[src/design/assert_macros.svh]
// Assertion macros for the RTL files.
`ifndef ASSERT_MACROS_SVH
`define ASSERT_MACROS_SVH

// Antecedent holds in a cycle -> consequent holds in the same cycle.
`define ASSERT_IMPLIES(label, clk, rst_n, ante, cons) \
	label: assert property (@(posedge clk) disable iff (!rst_n) (ante) |-> (cons)) \
		else $error("assertion failed");

// Antecedent holds in a cycle -> consequent holds in the next cycle.
`define ASSERT_NEXT(label, clk, rst_n, ante, cons) \
	label: assert property (@(posedge clk) disable iff (!rst_n) (ante) |=> (cons)) \
		else $error("assertion failed");

`endif

[src/design/sdt_pkg.sv]
// Package for the spring-damper tracker: constants, op codes, clip helper.
`default_nettype none
package sdt_pkg;

	localparam int FRAC_BITS_DEF  = 16;
	localparam int GAIN_FRAC      = 16;
	localparam int DT_FRAC        = 16;
	localparam int HALF_DT_SHIFT  = 17;
	localparam int CLIP_W         = 68;
	localparam int MUL_W          = 33;
	localparam int PROD_W         = 2 * MUL_W;

	localparam logic [23:0] KP1_RST = 24'd1310720;
	localparam logic [23:0] KP2_RST = 24'd32768;
	localparam logic [23:0] KV1_RST = 24'd327680;
	localparam logic [23:0] KV2_RST = 24'd21627;

	localparam logic [1:0] REG_KP1 = 2'd0;
	localparam logic [1:0] REG_KP2 = 2'd1;
	localparam logic [1:0] REG_KV1 = 2'd2;
	localparam logic [1:0] REG_KV2 = 2'd3;

	// multiplier micro-ops, in issue order
	localparam logic [4:0] OP_EXX  = 5'd0;
	localparam logic [4:0] OP_EYY  = 5'd1;
	localparam logic [4:0] OP_DXX  = 5'd2;
	localparam logic [4:0] OP_DYY  = 5'd3;
	localparam logic [4:0] OP_DTDT = 5'd4;
	localparam logic [4:0] OP_QEX  = 5'd5;
	localparam logic [4:0] OP_QEY  = 5'd6;
	localparam logic [4:0] OP_QDX  = 5'd7;
	localparam logic [4:0] OP_QDY  = 5'd8;
	localparam logic [4:0] OP_KP1X = 5'd9;
	localparam logic [4:0] OP_KP1Y = 5'd10;
	localparam logic [4:0] OP_KV1X = 5'd11;
	localparam logic [4:0] OP_KV1Y = 5'd12;
	localparam logic [4:0] OP_KP2X = 5'd13;
	localparam logic [4:0] OP_KP2Y = 5'd14;
	localparam logic [4:0] OP_KV2X = 5'd15;
	localparam logic [4:0] OP_KV2Y = 5'd16;
	localparam logic [4:0] OP_VXDT = 5'd17;
	localparam logic [4:0] OP_VYDT = 5'd18;
	localparam logic [4:0] OP_AXH  = 5'd19;
	localparam logic [4:0] OP_AYH  = 5'd20;
	localparam logic [4:0] OP_AXDT = 5'd21;
	localparam logic [4:0] OP_AYDT = 5'd22;

	localparam logic [4:0] SQ_LAST_STEP  = 5'd5;
	localparam logic [4:0] MAC_LAST_STEP = 5'd18;

	typedef struct packed {
		logic signed [31:0] val;
		logic               sat;
	} clip_t;

	function automatic clip_t clip32(input logic signed [CLIP_W-1:0] x);
		clip_t r;
		if (x > CLIP_W'(signed'(32'h7fffffff))) begin
			r.val = 32'sh7fffffff;
			r.sat = 1'b1;
		end else if (x < CLIP_W'(signed'(32'h80000000))) begin
			r.val = 32'sh80000000;
			r.sat = 1'b1;
		end else begin
			r.val = x[31:0];
			r.sat = 1'b0;
		end
		return r;
	endfunction

endpackage
`default_nettype wire

[src/design/sdt_mul.sv]
// Shared signed multiplier with registered product.
`default_nettype none
module sdt_mul
	import sdt_pkg::*;
(
	input  wire logic                     clk,
	input  wire logic signed [MUL_W-1:0]  a,
	input  wire logic signed [MUL_W-1:0]  b,
	output logic signed [PROD_W-1:0]      prod_s1
);

	always_ff @(posedge clk) begin
		prod_s1 <= a * b;
	end

endmodule
`default_nettype wire

[config.mk]
export PLATFORM = sky130hd
export DESIGN_NAME = sdt_mul
export DESIGN_NICKNAME = d
export VERILOG_FILES = /design/src/design/assert_macros.svh /design/src/design/sdt_pkg.sv /design/src/design/sdt_mul.sv
export SDC_FILE = /design/constraint.sdc
export NUM_CORES = 2
export LEC_CHECK = 0
export BUFFER_PORTS_ARGS = -buffer_cell sky130_fd_sc_hd__buf_2
export CAP_MARGIN = 20
export CORE_MARGIN = 3
export CORE_UTILIZATION = 25
export DETAILED_ROUTE_END_ITERATION = 10
export GPL_TIMING_DRIVEN = 0
export SYNTH_ARGS = -nofsm -noshare
export SYNTH_HDL_FRONTEND = slang
export SYNTH_SLANG_ARGS = --single-unit
[constraint.sdc]
create_clock -name clk -period 13.3 [get_ports clk]
set_input_delay 2.66 -clock clk [delete_from_list [all_inputs] [get_ports clk]]
set_output_delay 2.66 -clock clk [all_outputs]
set_load 0.03 [all_outputs]
Yosys cells after proc, flatten, opt, wreduce, memory -nomap -nowiden
Index checks and enable logic that the tools add are counted.
{ "op_classes": {"mul": 1} }
{ "op_table": {"columns": ["op", "count"], "rows": [
  ["multiplier 33 x 33 -> 66 bit", 1]
]} }
{ "totals": {"ff_bits": 66} }

Logic depth before layout (Yosys ltp)
{ "logic_depth": {"depth_word": 1, "depth_mapped": 27, "ltp_nobuf": 26} }

Worst setup path after synthesis
No wires, ideal clock.
{ "synth_path": {"kind": "input port to flip-flop", "startpoint": "input a[32]", "endpoint": "register prod_s1[62]", "setup_ps": 79, "arrival_ps": 9817, "required_ps": 13221, "slack_ps": 3404, "path_stages": 23, "path_cell_list": "clkbuf_1 > nand2_1 > inv_1 > fa_1 > fa_1 > fa_1 > fa_1 > fa_1 > fa_1 > fa_1 > inv_1 > fa_1 > inv_1 > ha_1 > clkbuf_1 > and3_1 > nand3_1 > nand2b_1 > a2111oi_4 > a211oi_4 > a21o_2 > a21o_1 > a211oi_2"} }
{ "synth_between": {"elab_chain_cells": 1} }
{ "synth_rtl": {"columns": ["item", "line", "source"], "rows": [
  ["from (decl)", "sdt_mul.sv:7", "input wire logic signed [MUL_W-1:0] a,"],
  ["multiplier 33 x 33 -> 66 bit", "sdt_mul.sv:13", "prod_s1 <= a * b;"],
  ["to (signal assigned)", "sdt_mul.sv:13", null],
  ["to (decl)", "sdt_mul.sv:9", "output logic signed [PROD_W-1:0] prod_s1"]
]} }
Every way passes these cells.

Final worst setup path
{ "layout_path": {"startpoint": "input b[6]", "endpoint": "register prod_s1[58]"} }
{ "layout_between": {"elab_chain_cells": 1} }
{ "layout_rtl": {"columns": ["item", "line", "source"], "rows": [
  ["from (decl)", "sdt_mul.sv:8", "input wire logic signed [MUL_W-1:0] b,"],
  ["multiplier 33 x 33 -> 66 bit", "sdt_mul.sv:13", null]
]} }
Every way passes these cells.

==> reports/qor.csv <==
stage,metric,value,unit
status,status,"complete, no violations",
sta,setup_tns,0,ns
setup_path,startpoint types,input port,
synth,share of flip-flops with an asynchronous set or reset,0,%
cts,Num CTS Buffers,9,
route,First-pass DRT Iterations,8,
cts,"Reg clk slew, reported paths",0.06,ns
synth,"Seq/Total Area, Yosys",3.24,%
route,# DRC,0,
job,number of max-cap violations,0,
synth,Mapped Avg Cell Area,9.39,um^2
global_routing,largest net degree at the start of global routing,22,
placement,Final HPWL DP,137000,um
cts,count of hold-fix buffers inserted at cts,0,
setup_path,worst endpoint required time,13.63,ns
die,I/O pins,133,
route,final wirelength,153000,um
global_routing,All-Layer GR Usage,18.7,%
finish,Final #Nets,5914,
die,core area,0.161,mm^2
setup_path,WS Path Type,input port to flip-flop,
setup_path,Crit. End Element,flip-flop,
route,vias per inst,4.58,
sta,fmax,0.0833,GHz
sta,Period minus WS final,12.01,ns
finish,largest registers,prod_s1: 66 flops,
setup_path,Crit. Startpoint,b[6],
synth,YS warnings,0,
worst_hold_path,HP Class,input port to flip-flop,
cts,Max Root-Sink Buffers,2,
cts,CTS tree,yes,
die,Cell Rows,147,
die,die area,0.168,mm^2
finish,max reg flops,66,
placement,Routability Congestion,0.998,
die,die span in y,410,um
global_routing,number of global-route vias before repair,32895,
sta,unrepaired setup endpoints after global routing,false,
die,die width,410,um
synth,Synth Register Bits,66,
sta,final setup margin,1.29,ns
synth,Cells after Synth,4338,
synth,Post-Syn Nets,5767,
die,Initial Util,25.3,%
sta,final cycle utilization of the critical path,90.3,%
finish,Area Overhead vs Synth,9.40,%
sta,Worst Tran Pin Value,1.09,ns
setup_path,data arrival time of the critical path,12.33,ns
finish,post-layout util,27.6,%
placement,Setup WS pre-CTS,0.894,ns
global_routing,first-pass GRT wire length,228000,um
sta,max_slew headroom,27.1,%
global_routing,GRT overflow,0,
cts,post-CTS setup buffers,0,
synth,"Cell Area, Synth",0.0407,mm^2
global_routing,initial antenna violation count,38,
cts,# clock sinks,66,
synth,Post-synth EDFFs,0,
worst_hold_path,hold wc startpoint,a[0],
cts,cts repair resizes,0,
sta,final setup vio count,0,
route,total number of vias,30516,
synth,Post-synth top flop,dfxtp_1,
setup_path,Worst Path Max Fanout,17,
cts,H-tree levels,3,
route,WL/cell,23.0,um
finish,register bank with the most flops,prod_s1,
synth,Synth cell types,80,
route,DR iter-0 viols,2426,
route,Final ANT Viol Nets,0,
cts,Root Buffer Master,clkbuf_16,
placement,PortBufs,132,
sta,Final Hold Viols,0,
sta,Max Slew Vio Count,0,
finish,layout cell share with drive strength beyond 1,4.48,%
==> logic make-up (layout without fill, tap and decap cells) <==
| logic type | count (synthesis) | count (layout) | synth area share [%] |
|---|---|---|---|
| fa+ha+maj | 1362 | 1362 | 62.9 |
| xor+xnor | 68 | 68 | 1.46 |
| compound gates | 219 | 219 | 4.07 |
| buf+inv | 1352 | 1504 | 12.5 |
| flops | 66 | 66 | 3.24 |
| simple gates | 1271 | 1271 | 15.8 |
| other cells | 0 | 17 | 0 |
==> critical path, stage by stage <==
cell      delay [ns]
buf_2           0.29
clkbuf_1        0.77
nand2_1         0.30
inv_1           0.17
fa_1            0.45
fa_1            0.53
inv_1           0.13
fa_1            0.59
inv_1           0.08
fa_1            1.17
fa_1            0.59
fa_1            0.53
fa_1            0.50
inv_1           0.05
fa_1            0.48
inv_1           0.04
ha_1            0.26
clkbuf_1        0.32
and3_1          0.21
nand3_1         0.17
nand2b_1        0.43
nor2_1          0.61
a211oi_4        0.22
a21oi_2         0.32
nor4b_2         0.09
a311oi_1        0.31
==> layout make-up <==
| type | instances | area [um^2] |
|---|---|---|
| fillers | 17296 | 117000 |
| multi-input cells | 2920 | 34300 |
| inverters | 1131 | 4250 |
| well taps | 2160 | 2700 |
| flip-flops and latches | 66 | 1320 |
| plain buffers | 221 | 851 |
| repair buffers | 136 | 718 |
| clock buffers | 9 | 225 |
| clock inverters | 7 | 141 |
| diodes | 17 | 42.5 |
==> cells in the mapped netlist (all sizes together), types with 6 or more instances <==
cell    number  area [um^2]
xor2        25          219
a21o        38          288
inv       1131         4250
and2       563         3520
a211o        6         52.6
o21ai       33          173
a31oi        9         62.6
nand4       12         81.3
fa        1145        22900
clkbuf     208          781
o21bai      11         82.6
o21a         6         45.0
a21oi       61          328
and3         6         42.5
buf         13         70.1
nand2b      12         75.1
xnor2       43          377
nor3         7         35.0
nor2        68          255
nand2      551         2070
dfxtp       66         1320
o31ai        7          104
ha         217         2720
nand3       26          135
a211oi      11          110
==> metrics by stage <==
step           std cells  instance area (um^2)  hold WS, ns
2_1_floorplan       4338                 40700         2.79
3_5_place_dp        6633                 44100         3.09
3_3_place_gp        6630                 44100         3.10
4_1_cts             6649                 44500         2.64
6_report            6667                 44600         2.65
5_1_grt             6653                 44500         2.66
==> path summary, 6_finish.rpt <==
| check | endpoint | slack, ns | depth (start not counted) |
|---|---|---|---|
| worst max-delay path | prod_s1[58] | 1.29 | 26 |
| worst min-delay path | prod_s1[0] | 2.65 | 2 |
==> cells in the final DEF, fill, tap and decap left out, types with 57 or more instances in the layout <==
cell and instances:
and2_1 562, dfxtp_1 66, nand2_1 551, buf_2 143, fa_1 1145, ha_1 217
clkbuf_1 208, nor2_1 68, a21oi_1 57, inv_1 1131
==> layer usage <==
layer	track usage, %	up-vias	wire, um
met2	28.9	1424	68500
met1	25.4	16111	63900
met4	6.51	16	5850
met3	4.58	318	14800
li1	-	12647	-
met5	0	-	95
Power is left out: the tool's default activity adds up to more than one toggle a clock period on the data nets, which glitch-free logic cannot reach.
