### config.mk
export PLATFORM = sky130hd
export DESIGN_NAME = sdt_sqrt
export DESIGN_NICKNAME = d
export VERILOG_FILES = /design/src/design/assert_macros.svh /design/src/design/sdt_pkg.sv /design/src/design/sdt_sqrt.sv
export SDC_FILE = /design/constraint.sdc
export NUM_CORES = 1
export LEC_CHECK = 0
export ABC_AREA = 1
export BUFFER_PORTS_ARGS = -buffer_cell sky130_fd_sc_hd__buf_2
export CAP_MARGIN = 20
export CORE_MARGIN = 5
export CORE_UTILIZATION = 50
export CTS_CLUSTER_DIAMETER = 60
export DETAILED_ROUTE_END_ITERATION = 7
export GPL_TIMING_DRIVEN = 0
export PLACE_DENSITY_LB_ADDON = 0.05
export SKIP_CTS_REPAIR_TIMING = 1
export SKIP_LAST_GASP = 1
export SYNTH_ARGS = -nofsm -noshare
export SYNTH_HDL_FRONTEND = slang
export SYNTH_SLANG_ARGS = --single-unit
### constraint.sdc
create_clock -name clk -period 3.8 [get_ports clk]
set_input_delay 0.57 -clock clk [delete_from_list [all_inputs] [get_ports clk]]
set_output_delay 0.57 -clock clk [all_outputs]
set_load 0.05 [all_outputs]
### src/design/assert_macros.svh
// Assertion macros for the RTL files.
`ifndef ASSERT_MACROS_SVH
`define ASSERT_MACROS_SVH

// Antecedent holds in a cycle -> consequent holds in the same cycle.
`define ASSERT_IMPLIES(label, clk, rst_n, ante, cons) \
	label: assert property (@(posedge clk) disable iff (!rst_n) (ante) |-> (cons)) \
		else $error("assertion failed");

// Antecedent holds in a cycle -> consequent holds in the next cycle.
`define ASSERT_NEXT(label, clk, rst_n, ante, cons) \
	label: assert property (@(posedge clk) disable iff (!rst_n) (ante) |=> (cons)) \
		else $error("assertion failed");

`endif

### src/design/sdt_pkg.sv
// Package for the spring-damper tracker: constants, op codes, clip helper.
`default_nettype none
package sdt_pkg;

	localparam int FRAC_BITS_DEF  = 16;
	localparam int GAIN_FRAC      = 16;
	localparam int DT_FRAC        = 16;
	localparam int HALF_DT_SHIFT  = 17;
	localparam int CLIP_W         = 68;
	localparam int MUL_W          = 33;
	localparam int PROD_W         = 2 * MUL_W;

	localparam logic [23:0] KP1_RST = 24'd1310720;
	localparam logic [23:0] KP2_RST = 24'd32768;
	localparam logic [23:0] KV1_RST = 24'd327680;
	localparam logic [23:0] KV2_RST = 24'd21627;

	localparam logic [1:0] REG_KP1 = 2'd0;
	localparam logic [1:0] REG_KP2 = 2'd1;
	localparam logic [1:0] REG_KV1 = 2'd2;
	localparam logic [1:0] REG_KV2 = 2'd3;

	// multiplier micro-ops, in issue order
	localparam logic [4:0] OP_EXX  = 5'd0;
	localparam logic [4:0] OP_EYY  = 5'd1;
	localparam logic [4:0] OP_DXX  = 5'd2;
	localparam logic [4:0] OP_DYY  = 5'd3;
	localparam logic [4:0] OP_DTDT = 5'd4;
	localparam logic [4:0] OP_QEX  = 5'd5;
	localparam logic [4:0] OP_QEY  = 5'd6;
	localparam logic [4:0] OP_QDX  = 5'd7;
	localparam logic [4:0] OP_QDY  = 5'd8;
	localparam logic [4:0] OP_KP1X = 5'd9;
	localparam logic [4:0] OP_KP1Y = 5'd10;
	localparam logic [4:0] OP_KV1X = 5'd11;
	localparam logic [4:0] OP_KV1Y = 5'd12;
	localparam logic [4:0] OP_KP2X = 5'd13;
	localparam logic [4:0] OP_KP2Y = 5'd14;
	localparam logic [4:0] OP_KV2X = 5'd15;
	localparam logic [4:0] OP_KV2Y = 5'd16;
	localparam logic [4:0] OP_VXDT = 5'd17;
	localparam logic [4:0] OP_VYDT = 5'd18;
	localparam logic [4:0] OP_AXH  = 5'd19;
	localparam logic [4:0] OP_AYH  = 5'd20;
	localparam logic [4:0] OP_AXDT = 5'd21;
	localparam logic [4:0] OP_AYDT = 5'd22;

	localparam logic [4:0] SQ_LAST_STEP  = 5'd5;
	localparam logic [4:0] MAC_LAST_STEP = 5'd18;

	typedef struct packed {
		logic signed [31:0] val;
		logic               sat;
	} clip_t;

	function automatic clip_t clip32(input logic signed [CLIP_W-1:0] x);
		clip_t r;
		if (x > CLIP_W'(signed'(32'h7fffffff))) begin
			r.val = 32'sh7fffffff;
			r.sat = 1'b1;
		end else if (x < CLIP_W'(signed'(32'h80000000))) begin
			r.val = 32'sh80000000;
			r.sat = 1'b1;
		end else begin
			r.val = x[31:0];
			r.sat = 1'b0;
		end
		return r;
	endfunction

endpackage
`default_nettype wire

### src/design/sdt_sqrt.sv
// Bit-serial restoring square root, one result bit per cycle.
`default_nettype none
module sdt_sqrt
	import sdt_pkg::*;
(
	input  wire logic        clk,
	input  wire logic        arst_n,
	input  wire logic        start,
	input  wire logic [63:0] radicand,
	output logic             busy,
	output logic             done,
	output logic [31:0]      root
);

	logic [63:0] rad_q;
	logic [33:0] rem_q;
	logic [31:0] root_q;
	logic [4:0]  cnt_q;
	logic        busy_q;
	logic        done_q;

	logic [35:0] rem_sh;
	logic [35:0] trial;
	logic        ge;

	assign rem_sh = {rem_q, rad_q[63:62]};
	assign trial  = {2'b00, root_q, 2'b01};
	assign ge     = rem_sh >= trial;

	always_ff @(posedge clk or negedge arst_n) begin
		if (!arst_n) begin
			busy_q <= 1'b0;
			done_q <= 1'b0;
			cnt_q  <= '0;
		end else begin
			done_q <= 1'b0;
			if (start) begin
				busy_q <= 1'b1;
				cnt_q  <= 5'd31;
			end else if (busy_q) begin
				cnt_q <= cnt_q - 5'd1;
				if (cnt_q == 5'd0) begin
					busy_q <= 1'b0;
					done_q <= 1'b1;
				end
			end
		end
	end

	always_ff @(posedge clk) begin
		if (start) begin
			rad_q  <= radicand;
			rem_q  <= '0;
			root_q <= '0;
		end else if (busy_q) begin
			rad_q  <= {rad_q[61:0], 2'b00};
			rem_q  <= ge ? 34'(rem_sh - trial) : rem_sh[33:0];
			root_q <= {root_q[30:0], ge};
		end
	end

	assign busy = busy_q;
	assign done = done_q;
	assign root = root_q;

endmodule
`default_nettype wire

# Word level (Yosys, flattened, before mapping)
# Index checks and enable logic that the tools add are counted.
[word_totals] wordCells=22 register_bits=137 inputBits=67
[classes] magnitude_cmp=1 n_mux=11 add_sub_neg=2 reduce_logical=2
[op_table] cell="$mux 64" count=2
[op_table] cell="$ge 36x34->1" count=1
[op_table] cell="$mux 34" count=1
[op_table] cell="$sub 34x34->34" count=1
[op_table] cell="$mux 5" count=2
[op_table] cell="$mux 1" count=6
[op_table] cell="$logic_not 5->1" count=1
[op_table] cell="$sub 5x1->5 const B" count=1
[op_table] cell="$reduce_bool 2->1" count=1

# Depth between registers and ports, before layout
[depth] word_depth=4 mapped_depth=17

# Worst setup path before layout
# OpenSTA, ideal clock, no wires.
[synth_path] kind="input-to-reg" startpoint="input port start" endpoint="register rad_q[0] (enable)" path_slack_ns=0.461 stages=4 path_buffers=2 t_arrival_ns=2.885 path_cell_list="clkbuf_1 nor2_1 inv_1 clkbuf_1"
[synth_between] elab_chain_cells=1
[synth_lines] item="start: declaration" line="sdt_sqrt.sv:8" source="input wire logic start,"
[synth_lines] item="$reduce_bool 2->1 (no line)"
[synth_lines] item="end signal: assignment" line="sdt_sqrt.sv:52" source="rad_q <= radicand;"
[synth_lines] item="end signal: assignment" line="sdt_sqrt.sv:56" source="rad_q <= {rad_q[61:0], 2'b00};"
[synth_lines] item="end: declaration" line="sdt_sqrt.sv:15" source="logic [63:0] rad_q;"
# No other way between the ends.
# A chain may end at the register's enable or synchronous reset.

# Worst setup path in the final report
[layout_path] startpoint="register root_q[10] (netlist: root[10])" endpoint="register rem_q[31]"
[layout_between] elab_chain_cells=2 elab_cells_between_ends=3 cone_classes="add/sub: 1; order compare: 1; mux: 1"
[layout_lines] item="start: declaration" line="sdt_sqrt.sv:17" source="logic [31:0] root_q;"
[layout_lines] item="start signal: assignment" line="sdt_sqrt.sv:58" source="root_q <= {root_q[30:0], ge};"
[layout_lines] item="$sub 34x34->34 / $ge 36x34->1 (equally long branches)" line="sdt_sqrt.sv:57, sdt_sqrt.sv:28"
[layout_lines] item="$mux 34 (*)" line="sdt_sqrt.sv:57" source="rem_q <= ge ? 34'(rem_sh - trial) : rem_sh[33:0];"
[layout_lines] item="end signal: assignment" line="sdt_sqrt.sv:57"
[layout_lines] item="end: declaration" line="sdt_sqrt.sv:16" source="logic [33:0] rem_q;"
# Mark *: on every way between the ends. The rest lies on a longest branch, timed or not.

==> flow_metrics.env <==
export IMPL_antenna_found_initial=0
export IMPL_grt_usage_pct=23.9
export IMPL_cts_buffer_depth=2
export IMPL_cp_end_kind="register"
export IMPL_route_detailed_drc=0
export IMPL_drtIter0Drc=428
export IMPL_cp_cell_sequence="inv_1, ha_1, nand2_1, nor2_2, nand2_1, nor2_1, nand2_2, a21oi_2, nor2_2, nand2_4, buf_2, nand2_1, nand3_1, nand2_1"
export IMPL_hpwl_um=17400
export IMPL_hold_depth=3
export IMPL_synth_cell_types=40
export IMPL_crit_arrival_ps=2910
export IMPL_syn_num_nets=1284
export IMPL_antenna_cells=0
export IMPL_die_h_um=139
export IMPL_hold_viol_final=0
export IMPL_clock_latency_ps=430
export IMPL_cp_slowest_cell="ha_1"
export IMPL_skew_ps=5.87
export IMPL_grt_use_met1_pct=31.1
export IMPL_fmax_mhz=386
export IMPL_first_global_vias=7530
export IMPL_vias=7534
export IMPL_firstDrtPassIters=5
export IMPL_grt_use_met2_pct=40.1
export IMPL_vdd_drop_max_v=0.000410
export IMPL_cts_num_sinks=137
export IMPL_ys_ff_latch=137
export IMPL_period_share_pct=68.2
export IMPL_area_growth_pct=17.3
export IMPL_path_clk_slew_ps=70
export IMPL_fin_area_um2=9700
export IMPL_synth_edf_count=64
export IMPL_viasPerCell=4.91
export IMPL_std_cell_rows=47
export IMPL_power_density_nw_per_um2=816
export IMPL_syn_area_per_cell_um2=7.01
export IMPL_slew_viol_final=0
export IMPL_worst_slack_ps=1210
export IMPL_globalplace_congestion=0.952
export IMPL_syn_cell_area_um2=8280
export IMPL_cpMostUsedCell="nand2_1"
export IMPL_io_pins=101
export IMPL_cts_tree="done"
export IMPL_p_leak_nw=5.13
export IMPL_dieArea_um2=19200
export IMPL_grt_pass1_wl_um=37100
export IMPL_cap_violations=0
export IMPL_die_w_um=139
export IMPL_fin_tns_setup_ps=0
export IMPL_use_met3_pct=4.97
export IMPL_slowest_delay_ps=380
export IMPL_grt_ovfl_total=0
export IMPL_r2r_cells=14
export IMPL_io_buffers=99
export IMPL_synth_main_ff_cell="dfxtp_1"
export IMPL_dpl_instance_area_um2=9080
export IMPL_initial_core_util_pct=50.4
export IMPL_wl_per_cell_um=14.8
export IMPL_fin_nets=1404
export IMPL_core_area_um2=16400
export IMPL_tightest_slew_ps=1020
export IMPL_hp_class="in2reg"
export IMPL_status="finished clean"
export IMPL_async_reset_ff_share_pct=5.11
export IMPL_crit_type="reg2reg"
export IMPL_cts_max_level=4
export IMPL_routed_wl_um=22700
export IMPL_postSynthCellCount=1181
export IMPL_required_ps=4110
export IMPL_worstPathMaxFanout=10
export IMPL_antenna_violating_nets_post_route=0
export IMPL_grt_max_degree=60
export IMPL_busiest_layer="met2"
export IMPL_final_util_pct=59.1
export IMPL_clk_root_buffer_cell="clkbuf_16"
export IMPL_relSlewSlack_pct=32.0
export IMPL_rsz0062_at_grt="no"
export IMPL_numCtsBuffers=17
export IMPL_yosysWarnings=0
export IMPL_drive_gt1_share_pct=13.5
export IMPL_finalCriticalPeriod_ps=2590
export IMPL_finalSetupViolations=0
export IMPL_yosysSeqAreaShare_pct=41.3
export IMPL_cp_start_kind="register"
export IMPL_power_w=0.00791
export IMPL_place_ws_ps=1220
[synth_stat cells, types with 2 or more instances]
cell      instances  area share [%]
nor2_2            6            0.45
a21oi_1          24             1.5
nor3_1            5            0.30
o21bai_1          4            0.36
buf_1             3            0.14
nand2_1         530              24
nand2_2           9            0.68
a21oi_2           2            0.21
dfrtp_1           7             2.1
nand4_1           8            0.60
xor2_1           10             1.1
o21ai_1           5            0.30
ha_1             36             5.4
clkbuf_1         23             1.0
nand3_2          11             1.3
nor2_4            2            0.27
inv_1           165             7.5
dfxtp_1          66              16
o21ai_0          13            0.79
edfxtp_1         64              23
nand3_1          63             3.8
o22ai_1          31             2.3
and3_1            2            0.15
nand3b_1         11             1.0
xnor2_1           5            0.53
buf_6             4            0.54
nor2_1           56             2.5
buf_4             4            0.36
[layout make-up]
type	count	area (um^2)
sequential	137	3420
fill	1628	6700
clock buffer	18	429
timing repair buffer	101	533
clock inverter	14	186
buffer	37	216
multi-input combinational	841	4020
inverter	166	623
tap	220	275
[worst max-delay path, delay by kind of cell, from the launching register on]
family | cells | cell delay (ps)
adder cells (fa/ha/maj) | 1 | 380
buffers and inverters | 2 | 430
AO/OA/AOI/OAI | 1 | 140
flip-flops | 1 | 350
AND/OR/NAND/NOR | 10 | 1180
[through the flow]
step / cells / hold WS (ps)
after floorplan: 1181 / 274
after global placement: 1500 / 415
after detailed placement: 1501 / 413
after CTS: 1533 / -46.0
after global routing: 1534 / 394
final: 1534 / 393
[state kept, by name, indices dropped and copies added, names as in the netlist]
name,flops
busy,1
cnt_q,5
done,1
rad_q,64
rem_q,34
root,32
[metal layers]
| layer | vias to the layer above | part of all wire [%] |
|---|---|---|
| li1 | 3955 | - |
| met1 | 3345 | 45 |
| met2 | 198 | 47 |
| met3 | 36 | 5.8 |
| met4 | 0 | 2.2 |
| met5 | - | 0 |
[cell usage in the layout (no fill, tap or decap), drive strengths merged]
cell / synthesis / final
nand2: 540 / 540
inv: 165 / 172
buf: 14 / 114
nand3: 75 / 75
dfxtp: 66 / 66
edfxtp: 64 / 64
nor2: 64 / 64
clkbuf: 23 / 41
ha: 36 / 36
o22ai: 31 / 31
a21oi: 26 / 26
o21ai: 19 / 19
nand3b: 11 / 11
xor2: 10 / 10
nand4: 8 / 8
dfrtp: 7 / 7
nor3: 6 / 6
xnor2: 5 / 5
o21bai: 4 / 4
clkinv: 1 / 4
bufinv: 0 / 3
and3: 2 / 2
a211oi: 1 / 1
a21o: 1 / 1
nor4: 1 / 1
a22oi: 1 / 1
clkinvlp: 0 / 1
dlygate4sd3: 0 / 1
[path summary, 6_finish.rpt]
| kind | startpoint | slack, ps | to |
|---|---|---|---|
| setup reg to reg | root[10]$_SDFFE_PP0P_ | 1210 | rem_q[31]$_SDFFE_PP0P_ |
| hold / removal | radicand[0] | 390 | rad_q[0]$_SDFFCE_PN0P_ |
| max in group asynchronous | arst_n | 3150 | done$_DFF_PN0_ |
| setup / recovery | root[10]$_SDFFE_PP0P_ | 1210 | rem_q[31]$_SDFFE_PP0P_ |
| min in group asynchronous | arst_n | 490 | cnt_q[4]$_DFFE_PN0P_ |
| hold reg to reg | rem_q[32]$_SDFFE_PP0P_ | 460 | rem_q[32]$_SDFFE_PP0P_ |
[cells by family after synthesis]
logic type               synth area share (%)
AND/OR/NAND/NOR                          35.7
buffers and inverters                    10.1
flip-flops                               41.3
XOR/XNOR                                 1.59
adder cells (fa/ha/maj)                  5.44
AO/OA/AOI/OAI                            5.84
[power breakdown]
group | switching [W] | total [W] | internal (W) | leakage [nW]
logic | 0.00280 | 0.00424 | 0.00144 | 3.51
clock network | 0.000713 | 0.00177 | 0.00105 | 0.300
registers | 0.000125 | 0.00191 | 0.00178 | 1.32
No activity file was read; power rests on OpenSTA's default activity.
